<file path="src/sas_pkg.sv">
// Package for the square area sorter: payload types, control structs and state enums.
package sas_pkg;

   localparam int DEFAULT_CAPACITY = 64;
   localparam int COORD_W          = 16;
   localparam int LOAD_INDEX_W     = 6;
   localparam int AREA_W           = 33;
   localparam int MAG_W            = 16;
   localparam int SQ_W             = 32;
   localparam int ADDR_W           = 6;

   typedef struct packed {
      logic signed [COORD_W-1:0] ax;
      logic signed [COORD_W-1:0] ay;
      logic signed [COORD_W-1:0] bx;
      logic signed [COORD_W-1:0] by;
      logic                      final_item;
   } req_type;

   typedef struct packed {
      logic [LOAD_INDEX_W-1:0] load_index;
      logic [AREA_W-1:0]       area;
      logic                    end_of_run;
   } rsp_type;

   typedef struct packed {
      logic                    wr_en;
      logic [ADDR_W-1:0]       wr_addr;
      logic [AREA_W-1:0]       wr_area;
      logic [LOAD_INDEX_W-1:0] wr_index;
      logic                    rd_en;
      logic [ADDR_W-1:0]       rd_addr;
   } store_cmd_type;

   typedef enum logic [1:0] {
      PH_IDLE,
      PH_SQ_X,
      PH_SQ_Y,
      PH_SUM
   } area_phase_type;

   typedef enum logic [2:0] {
      ST_IDLE,
      ST_AREA,
      ST_INS_RD,
      ST_INS_CMP,
      ST_EMIT_RD,
      ST_EMIT_OUT
   } sorter_state_type;

endpackage

</file>
<file path="src/sas_area_unit.sv">
// Area key unit: one shared 16x16 multiplier squares dx, then dy, then sums them.
module sas_area_unit
   import sas_pkg::*;
(
   input  logic              clock,
   input  logic              reset,
   input  logic              start,
   input  req_type           req_data,
   output logic              done,
   output logic [AREA_W-1:0] key
);

   area_phase_type     phase_ff, phase_in;
   logic [MAG_W-1:0]   dx_ff, dy_ff;
   logic [SQ_W-1:0]    mul_ff;
   logic [AREA_W-1:0]  acc_ff;
   logic               done_ff, done_in;
   logic [MAG_W:0]     diff_x, diff_y, neg_x, neg_y;
   logic [MAG_W-1:0]   mul_a;

   always_ff @(posedge clock) begin
      if (reset) begin
         phase_ff <= PH_IDLE;
         done_ff  <= 1'b0;
      end else begin
         phase_ff <= phase_in;
         done_ff  <= done_in;
      end
   end

   always_comb begin
      phase_in = phase_ff;
      done_in  = 1'b0;
      case (phase_ff)
         PH_IDLE: if (start) phase_in = PH_SQ_X;
         PH_SQ_X: phase_in = PH_SQ_Y;
         PH_SQ_Y: phase_in = PH_SUM;
         PH_SUM: begin
            phase_in = PH_IDLE;
            done_in  = 1'b1;
         end
         default: phase_in = PH_IDLE;
      endcase
   end

   assign diff_x = {req_data.ax[COORD_W-1], req_data.ax} - {req_data.bx[COORD_W-1], req_data.bx};
   assign diff_y = {req_data.ay[COORD_W-1], req_data.ay} - {req_data.by[COORD_W-1], req_data.by};
   assign neg_x  = -diff_x;
   assign neg_y  = -diff_y;
   assign mul_a  = (phase_ff == PH_SQ_X) ? dx_ff : dy_ff;

   always_ff @(posedge clock) begin
      if (phase_ff == PH_IDLE && start) begin
         dx_ff <= diff_x[MAG_W] ? neg_x[MAG_W-1:0] : diff_x[MAG_W-1:0];
         dy_ff <= diff_y[MAG_W] ? neg_y[MAG_W-1:0] : diff_y[MAG_W-1:0];
      end
      if (phase_ff == PH_SQ_X || phase_ff == PH_SQ_Y) begin
         mul_ff <= mul_a * mul_a;
      end
      if (phase_ff == PH_SQ_Y) begin
         acc_ff <= AREA_W'(mul_ff);
      end
      if (phase_ff == PH_SUM) begin
         acc_ff <= acc_ff + AREA_W'(mul_ff);
      end
   end

   assign done = done_ff;
   assign key  = acc_ff;

endmodule

</file>
<file path="src/sas_store.sv">
// Sorted store memory: area keys and load indices, one write and one registered read port.
module sas_store
   import sas_pkg::*;
#(
   parameter int CAPACITY = DEFAULT_CAPACITY
)(
   input  logic                    clock,
   input  store_cmd_type           cmd,
   output logic [AREA_W-1:0]       rd_area,
   output logic [LOAD_INDEX_W-1:0] rd_index
);

   localparam int IDX_W = (CAPACITY > 1) ? $clog2(CAPACITY) : 1;

   logic [AREA_W-1:0]       area_mem  [CAPACITY];
   logic [LOAD_INDEX_W-1:0] index_mem [CAPACITY];
   logic [AREA_W-1:0]       rd_area_ff;
   logic [LOAD_INDEX_W-1:0] rd_index_ff;

   always_ff @(posedge clock) begin
      if (cmd.wr_en) begin
         area_mem[cmd.wr_addr[IDX_W-1:0]]  <= cmd.wr_area;
         index_mem[cmd.wr_addr[IDX_W-1:0]] <= cmd.wr_index;
      end
   end

   always_ff @(posedge clock) begin
      if (cmd.rd_en) begin
         rd_area_ff  <= area_mem[cmd.rd_addr[IDX_W-1:0]];
         rd_index_ff <= index_mem[cmd.rd_addr[IDX_W-1:0]];
      end
   end

   assign rd_area  = rd_area_ff;
   assign rd_index = rd_index_ff;

endmodule

</file>
<file path="src/square_area_sorter_top.sv">
// Top level of the square area sorter: sequencer, area unit and sorted store.
//
//   channel | direction | handshake         | payload
//   req     | in        | req_valid/stall   | req_type: ax, ay, bx, by, final_item
//   rsp     | out       | rsp_valid/stall   | rsp_type: load_index, area, end_of_run
//
// A request first passes through the shared multiplier, then each stored entry
// with a larger key is shifted up one place before the key is placed.
// A final request then emits every result in order, held while rsp_stall is high.
// req_stall is high from acceptance until the request and its results are done.
// Synchronous reset empties the store; memory contents need no clearing.
module square_area_sorter_top
   import sas_pkg::*;
#(
   parameter int CAPACITY = DEFAULT_CAPACITY
)(
   input  logic    clock,
   input  logic    reset,
   input  logic    req_valid,
   output logic    req_stall,
   input  req_type req_data,
   output logic    rsp_valid,
   input  logic    rsp_stall,
   output rsp_type rsp_data
);

   localparam int IDX_W = (CAPACITY > 1) ? $clog2(CAPACITY) : 1;
   localparam int CNT_W = $clog2(CAPACITY + 1);

   sorter_state_type        state_ff, state_in;
   logic [CNT_W-1:0]        fill_ff, fill_in;
   logic [IDX_W-1:0]        pos_ff, pos_in;
   logic [IDX_W-1:0]        k_ff, k_in;
   logic                    eor_ff, eor_in;
   req_type                 req_ff;
   logic                    req_accept;
   logic                    area_done;
   logic [AREA_W-1:0]       key;
   logic [AREA_W-1:0]       rd_area;
   logic [LOAD_INDEX_W-1:0] rd_index;
   store_cmd_type           cmd;

   assign req_accept = req_valid && !req_stall;

   always_ff @(posedge clock) begin
      if (req_accept) begin
         req_ff <= req_data;
      end
   end

   sas_area_unit u_area (
      .clock    (clock),
      .reset    (reset),
      .start    (req_accept),
      .req_data (req_data),
      .done     (area_done),
      .key      (key)
   );

   sas_store #(.CAPACITY(CAPACITY)) u_store (
      .clock    (clock),
      .cmd      (cmd),
      .rd_area  (rd_area),
      .rd_index (rd_index)
   );

   always_ff @(posedge clock) begin
      if (reset) begin
         state_ff <= ST_IDLE;
         fill_ff  <= '0;
         pos_ff   <= '0;
         k_ff     <= '0;
         eor_ff   <= 1'b0;
      end else begin
         state_ff <= state_in;
         fill_ff  <= fill_in;
         pos_ff   <= pos_in;
         k_ff     <= k_in;
         eor_ff   <= eor_in;
      end
   end

   always_comb begin
      state_in     = state_ff;
      fill_in      = fill_ff;
      pos_in       = pos_ff;
      k_in         = k_ff;
      eor_in       = eor_ff;
      req_stall    = 1'b1;
      rsp_valid    = 1'b0;
      cmd          = '0;
      cmd.wr_area  = key;
      cmd.wr_index = LOAD_INDEX_W'(fill_ff);
      cmd.wr_addr  = ADDR_W'(pos_ff);
      cmd.rd_addr  = ADDR_W'(pos_ff - IDX_W'(1));
      case (state_ff)
         ST_IDLE: begin
            req_stall = 1'b0;
            if (req_valid) state_in = ST_AREA;
         end
         ST_AREA: begin
            if (area_done) begin
               if (fill_ff == CNT_W'(CAPACITY)) begin
                  k_in     = '0;
                  state_in = req_ff.final_item ? ST_EMIT_RD : ST_IDLE;
               end else begin
                  pos_in   = IDX_W'(fill_ff);
                  state_in = ST_INS_RD;
               end
            end
         end
         ST_INS_RD: begin
            if (pos_ff == '0) begin
               cmd.wr_en = 1'b1;
               fill_in   = fill_ff + CNT_W'(1);
               k_in      = '0;
               state_in  = req_ff.final_item ? ST_EMIT_RD : ST_IDLE;
            end else begin
               cmd.rd_en = 1'b1;
               state_in  = ST_INS_CMP;
            end
         end
         ST_INS_CMP: begin
            cmd.wr_en = 1'b1;
            if (rd_area > key) begin
               cmd.wr_area  = rd_area;
               cmd.wr_index = rd_index;
               pos_in       = pos_ff - IDX_W'(1);
               state_in     = ST_INS_RD;
            end else begin
               fill_in  = fill_ff + CNT_W'(1);
               k_in     = '0;
               state_in = req_ff.final_item ? ST_EMIT_RD : ST_IDLE;
            end
         end
         ST_EMIT_RD: begin
            cmd.rd_en   = 1'b1;
            cmd.rd_addr = ADDR_W'(k_ff);
            eor_in      = (CNT_W'(k_ff) + CNT_W'(1)) == fill_ff;
            state_in    = ST_EMIT_OUT;
         end
         ST_EMIT_OUT: begin
            rsp_valid = 1'b1;
            if (!rsp_stall) begin
               if (eor_ff) begin
                  fill_in  = '0;
                  state_in = ST_IDLE;
               end else begin
                  k_in     = k_ff + IDX_W'(1);
                  state_in = ST_EMIT_RD;
               end
            end
         end
         default: state_in = ST_IDLE;
      endcase
   end

   assign rsp_data.load_index = rd_index;
   assign rsp_data.area       = rd_area;
   assign rsp_data.end_of_run = eor_ff;

   a_fill_bound: assert property (@(posedge clock) disable iff (reset)
      fill_ff <= CNT_W'(CAPACITY))
      else $error("fill count exceeds capacity");

   a_busy_after_accept: assert property (@(posedge clock) disable iff (reset)
      req_accept |=> req_stall)
      else $error("request accepted while previous request in progress");

   a_run_empties: assert property (@(posedge clock) disable iff (reset)
      (rsp_valid && !rsp_stall && rsp_data.end_of_run) |=> (fill_ff == '0))
      else $error("store not emptied after end of run");

   a_no_rsp_during_load: assert property (@(posedge clock) disable iff (reset)
      (state_ff == ST_AREA || state_ff == ST_INS_RD || state_ff == ST_INS_CMP)
      |-> !rsp_valid)
      else $error("response during insertion");

endmodule
</file>
<file path="config.mk">
export PLATFORM = sky130hd
export DESIGN_NAME = square_area_sorter_top
export DESIGN_NICKNAME = d
export VERILOG_FILES = /design/src/sas_pkg.sv /design/src/sas_area_unit.sv /design/src/sas_store.sv /design/src/square_area_sorter_top.sv
export SDC_FILE = /design/constraint.sdc
export NUM_CORES = 2
export LEC_CHECK = 0
export BUFFER_PORTS_ARGS = -buffer_cell sky130_fd_sc_hd__buf_2
export CAP_MARGIN = 40
export CORE_UTILIZATION = 55
export CTS_BUF_LIST = sky130_fd_sc_hd__clkbuf_16
export CTS_CLUSTER_SIZE = 25
export DETAILED_ROUTE_END_ITERATION = 10
export PLACE_DENSITY = 0.8
export SYNTH_ARGS = -nofsm -noshare
export SYNTH_HDL_FRONTEND = slang
export SYNTH_SLANG_ARGS = --single-unit
</file>
<file path="constraint.sdc">
create_clock -name clock -period 15.95 [get_ports clock]
set_input_delay 0.7975 -clock clock [delete_from_list [all_inputs] [get_ports clock]]
set_output_delay 0.7975 -clock clock [all_outputs]
set_load 0.1 [all_outputs]
</file>
**Yosys cells after proc, flatten, opt, wreduce, memory -nomap -nowiden**

Memory sizes are Yosys's and may differ from the RTL's. A register that Yosys moved wholly into a read port is not among the register bits.
Index checks and enable logic that the tools add are counted.

- Register bits after elaboration: 124
- Bits in writable memories: 2496
- Input bits: 69
- Output and inout port bits: 42
- Logic and storage cells: 104
- Memories kept: 2

Memory list:

| memory | depth | width | read ports | clocked after Yosys merged registers in | write ports | line | text |
|---|---|---|---|---|---|---|---|
| u_store.area_mem | 64 | 33 | 1 | 1 | 1 | sas_store.sv:15 | `logic [AREA_W-1:0] area_mem [CAPACITY];` |
| u_store.index_mem | 64 | 6 | 1 | 1 | 1 | sas_store.sv:16 | `logic [LOAD_INDEX_W-1:0] index_mem [CAPACITY];` |

- Add/subtract/negate cells: 9
- Multiply operators: 1
- Order comparisons: 1
- Eq/ne operators: 21
- Mux-type cells: 44
- Reduce and logical (&&, ||, !) cells: 14

Operators by type and width:

| operator | count |
|---|---|
| $mux W39 | 2 |
| $mux W33 | 2 |
| $mux W6 | 10 |
| $mux W16 | 3 |
| $sub A16 B16 Y17 | 2 |
| $add A33 B32 Y33 | 1 |
| $gt A33 B33 Y1 | 1 |
| $mul A16 B16 Y32 | 1 |
| $neg A16 Y16 | 2 |
| $mux W7 | 4 |
| $mux W3 | 8 |
| $pmux W6 S4 | 1 |
| $pmux W7 S3 | 1 |
| $ne A2 B2 Y1 const B | 9 |
| $pmux W3 S6 | 1 |
| $pmux W6 S2 | 1 |
| $pmux W2 S4 | 1 |
| $add A6 B1 Y7 const B | 1 |
| $add A7 B1 Y7 const B | 1 |
| $eq A7 B7 Y1 | 1 |
| $eq A7 B7 Y1 const B | 1 |
| $mux W1 | 7 |
| $reduce_and A7 Y1 | 1 |
| $add A6 B1 Y6 const B | 1 |
| 20 further kinds | 27 |

**Depth between registers and ports, before layout**

- Word-level depth: 5
- Mapped depth: 30
- Gate-level depth less buffers: 28

**By module**

From an unflattened synthesis, not the netlist that was laid out.

- Cell total of the unflattened synthesis: 5985
- Area, all modules: 112898.3 sq um

Modules (own cells, without submodules):

| module | times used | cells an instance | area an instance (sq um) | sequential area each (sq um) |
|---|---|---|---|---|
| sas_store | 1 | 4000 | 95446.5 | 76123.0 |
| sas_area_unit | 1 | 1564 | 14601.5 | 2942.8 |
| square_area_sorter_top | 1 | 421 | 2850.2 | 490.5 |

**Worst setup path before layout**

Ideal clock, no wire load.

- Kind: reg2reg
- Start point: reg u_area.phase_ff[1]
- End point: reg u_area.mul_ff[30] (data pin)
- Library setup time: 258 ps
- Arrival time: 7791 ps
- Data required time: 15692 ps
- Setup slack: 7901 ps
- Stages on the path, launching flop included: 31
- Buffers on the path: 2
- Period minus slack after synthesis: 8049 ps
- Cells stage by stage: dfxtp_1 -> inv_1 -> ha_1 -> clkbuf_1 -> clkbuf_1 -> mux2i_1 -> clkinv_1 -> nand2_1 -> inv_1 -> fa_1 -> inv_1 -> fa_1 -> inv_1 -> fa_1 -> inv_1 -> fa_1 -> inv_1 -> fa_1 -> inv_1 -> fa_1 -> inv_1 -> ha_1 -> a211o_1 -> nand2_1 -> a211o_1 -> o311ai_1 -> a311o_1 -> a311o_1 -> a211o_1 -> a21oi_1 -> xnor2_1

- Longest elaborated chain between the ends: 3

RTL lines:

| what | line | text |
|---|---|---|
| start: declaration | sas_area_unit.sv:13 | `area_phase_type phase_ff, phase_in;` |
| start signal: assignment | sas_area_unit.sv:26 | `phase_ff <= phase_in;` |
| $eq A2 B1 Y1 | sas_area_unit.sv:50 | `assign mul_a = (phase_ff == PH_SQ_X) ? dx_ff : dy_ff;` |
| $mux W16 | sas_area_unit.sv:50 |  |
| $mul A16 B16 Y32 | sas_area_unit.sv:58 | `mul_ff <= mul_a * mul_a;` |
| end signal: assignment | sas_area_unit.sv:58 |  |
| end: declaration | sas_area_unit.sv:15 | `logic [SQ_W-1:0] mul_ff;` |

Every way passes these cells.
A chain may end at the register's enable or synchronous reset.

**Worst setup path after layout**

- Start point: reg u_area.phase_ff[1]
- End point: reg u_area.mul_ff[31] (data pin)

The elaborated chain is that of the path after synthesis.

==> flow_summary.yaml <==
timing:
  slew-limit-headroom: 0.195
  final.period_utilization: 0.550
  setup_viol: 0
  report.final.slew_viol_count: 0
  finClkSkew_ps: 90.7
  finalWorstPathRequiredPeriod_ps: 8770
  rsz0062_at_grt: "no"
  tightest_slew_ps: 1210
  setup_tns_ps: 0
  hold_violations: 0
  fmax_mhz: 114
drt:
  ant_nets: 0
  wl_per_cell_um: 33.7
  first_pass_iters: 8
  finalWirelength_mm: 308
  drc: 0
  drt-vias-per-instance: 6.74
  drt_iter0_drc: 8479
  via_count: 61500
global_routing:
  grt_pass1_vias: 62400
  grt_max_degree: 150
  grt_pass1_wl_mm: 438
  antenna_found_initial: 14
  grt_use_total: 0.294
  overflow: 0
floorplan:
  die_y_um: 458
  die-area_mm2: 0.210
  pin_count: 111
  row_count: 166
  chipWidth_um: 458
  coreArea_mm2: 0.206
  initial_core_util: 0.556
worst_setup_path:
  crit_type: "flop to flop"
  crit_family: "adder cells"
  cp.buffers_inverters: 8
  cp.required_ps: 16550
  cpPeakStageDelay_ps: 740
  end_kind: "flop"
  critPathArrivalTime_ps: 9360
  cp_slowest_cell: "a2111oi_0"
  start_kind: "flop"
  rr_worst_depth: 26
  path_depth: 26
  path_max_fanout: 18
place:
  hpwl_mm: 174
  gp_congestion: 0.892
  port_buffers: 110
finish:
  fillers: 13300
  post-route-util: 0.627
  area_growth_pct: 12.9
  drive_above_1_share: 0.225
  fin_nets: 6679
logic_synthesis:
  synth_top_area_share: 0.692
  syn_area_mm2: 0.114
  ys_types: 77
  synth_edf_count: 2632
  ys_warn_count: 0
  syn_inst: 5903
  yosysTopAreaCell: "edfxtp_1"
  synth_nets: 6341
  ys_seq_area_frac: 0.696
  syn_area_per_cell_um2: 19.4
  synthTopCellsByArea: "edfxtp_1 (69%), mux4_2 (12%), mux2i_1 (5.3%)"
  synth_ff_type: "edfxtp_1"
  ys_ff_latch: 2658
  synth-async-reset-ratio: 0
clock_network:
  holdBufCountCts: 0
  worstSkewPairLatency_ps: 940
  cts_inserted_buffers: 276
  cts_tree: "yes"
  post_cts_buffers: 0
  cts_sinks: 2658
  cts_max_level: 5
  cts_resized: 0
  clk_pin_slew_worst_paths_ps: 60
  cts_root_buf: "clkbuf_16"
  cts_max_path_buffers: 4
hold_path:
  hp-class: "primary input to flop"
  hold_depth: 3
job:
  maxCapViolCount: 0
run_status:
  status: "complete, no violations"
==> cells in the final DEF (no fill, tap or decap), types with 10 or more instances in the layout <==
master | netlist | layout
o21ai_0 | 50 | 49
clkinv_2 | 0 | 31
nand2_1 | 141 | 139
nor2b_1 | 21 | 21
a21oi_1 | 105 | 101
a21o_1 | 35 | 35
ha_1 | 205 | 204
inv_1 | 335 | 382
xnor2_1 | 84 | 84
bufinv_16 | 0 | 18
buf_4 | 1 | 106
and2_1 | 10 | 10
o21bai_1 | 13 | 13
nand4_1 | 14 | 14
nor3_1 | 29 | 29
buf_16 | 0 | 37
a31oi_1 | 15 | 15
mux2_2 | 73 | 73
nand3_1 | 34 | 34
nand2b_1 | 15 | 15
buf_2 | 76 | 111
clkbuf_16 | 0 | 282
a211o_1 | 11 | 11
dfxtp_1 | 26 | 26
mux4_2 | 624 | 624
mux2i_1 | 601 | 601
o21a_1 | 14 | 14
and3_1 | 12 | 12
xor2_1 | 43 | 43
o211ai_1 | 11 | 11
a211oi_1 | 12 | 12
fa_1 | 164 | 164
nor2_1 | 216 | 152
nor2_4 | 0 | 64
edfxtp_1 | 2632 | 2632
buf_12 | 0 | 49
clkinv_1 | 6 | 79
diode_2 | 0 | 12
==> metrics by stage <==
step / area [um^2] / hold WS (ps) / std cells / worst slack, ps
3_3_place_gp: 119000 / 493 / 8563 / 7230
3_5_place_dp: 121000 / 511 / 8647 / 7370
4_1_cts: 129000 / 185 / 9113 / 7330
6_report: 129000 / 240 / 9129 / 7180
5_1_grt: 129000 / 215 / 9122 / 6780
2_1_floorplan: 114000 / 462 / 5903 / 7900
==> cell usage after synthesis (all sizes together), types with 3 or more instances <==
| cell type | number |
|---|---|
| o21ai | 55 |
| a21oi | 106 |
| clkinv | 6 |
| a221oi | 5 |
| dfxtp | 26 |
| xnor2 | 84 |
| or3 | 6 |
| o21bai | 13 |
| xor2 | 43 |
| inv | 336 |
| a21boi | 3 |
| and3 | 12 |
| mux2i | 601 |
| fa | 164 |
| a2111o | 3 |
| mux2 | 73 |
| o211ai | 11 |
| nand2b | 15 |
| nor3 | 30 |
| buf | 119 |
| a211o | 12 |
| nor2b | 21 |
| a31oi | 15 |
| a211oi | 12 |
| o311ai | 3 |
| or2 | 8 |
| mux4 | 624 |
| o22ai | 5 |
| nor4 | 6 |
| a31o | 5 |
| nor4b | 4 |
| o31ai | 8 |
| nand4 | 14 |
| nand2 | 141 |
| o31a | 5 |
| and2 | 10 |
| edfxtp | 2632 |
| ha | 205 |
| nor3b | 4 |
| nand3 | 34 |
| clkbuf | 130 |
| a21o | 35 |
| o21a | 14 |
| o221ai | 3 |
| nor2 | 216 |
==> routing by layer <==
layer / global-route usage / vias up / wire, um
met2: 0.464 / 4574 / 146000
met4: 0.159 / 16 / 18500
met5: 0 / - / 138
met1: 0.377 / 31700 / 106000
li1: - / 24200 / -
met3: 0.0724 / 983 / 36800
==> worst min-delay path: cells and delay by family <==
kind	cells	cell delay [ps]
compound gates	2	210
buf+inv	1	100
==> area by class of cell <==
class | count | area (um^2) | share of cell area
Sequential cell | 2658 | 79600 | 0.617
Clock buffer | 282 | 7060 | 0.0547
Multi-Input combinational cell | 2654 | 33000 | 0.256
Timing Repair Buffer | 309 | 3430 | 0.0266
Tap cell | 2688 | 3360 | 0.0261
Inverter | 342 | 1280 | 0.00995
Clock inverter | 184 | 1280 | 0.00990
Antenna cell | 12 | 30.0 | 0.000233
==> state kept, by name, indices dropped and copies added (netlist names) <==
register	count
eor_ff	1
u_area.mul_ff	31
req_ff	1
u_area.dx_ff	16
u_area.dy_ff	16
u_store.index_mem	384
fill_ff	7
u_area.done	1
u_store.rd_index	6
state_ff	3
u_store.rd_area	33
u_area.phase_ff	2
pos_ff	6
u_area.key	33
k_ff	6
u_store.area_mem	2112
==> path summary, 6_finish.rpt <==
| path | startpoint | endpoint | slack, ps |
|---|---|---|---|
| worst min register to register | k_ff[1] | k_ff[1] | 530 |
| worst min-delay path | rsp_stall | state_ff[2] | 240 |
| worst max register to register | u_area.phase_ff[1] | u_area.mul_ff[31] | 7180 |
| worst max-delay path | u_area.phase_ff[1] | u_area.mul_ff[31] | 7180 |
==> cells by family (layout without fill, tap and decap cells) <==
family,after synthesis,in the layout,share of synthesized area
other,0,12,0
AO/OA/AOI/OAI,332,332,0.0189
AND/OR/NAND/NOR,528,528,0.0209
adder cells (fa/ha/maj),369,369,0.0512
multiplexers,1298,1298,0.183
buffers and inverters,591,1117,0.0203
XOR/XNOR,127,127,0.00973
flip-flops,2658,2658,0.696
Power is not shown: default switching activity piles up to over one toggle a cycle in this logic, so the estimate is an artifact.
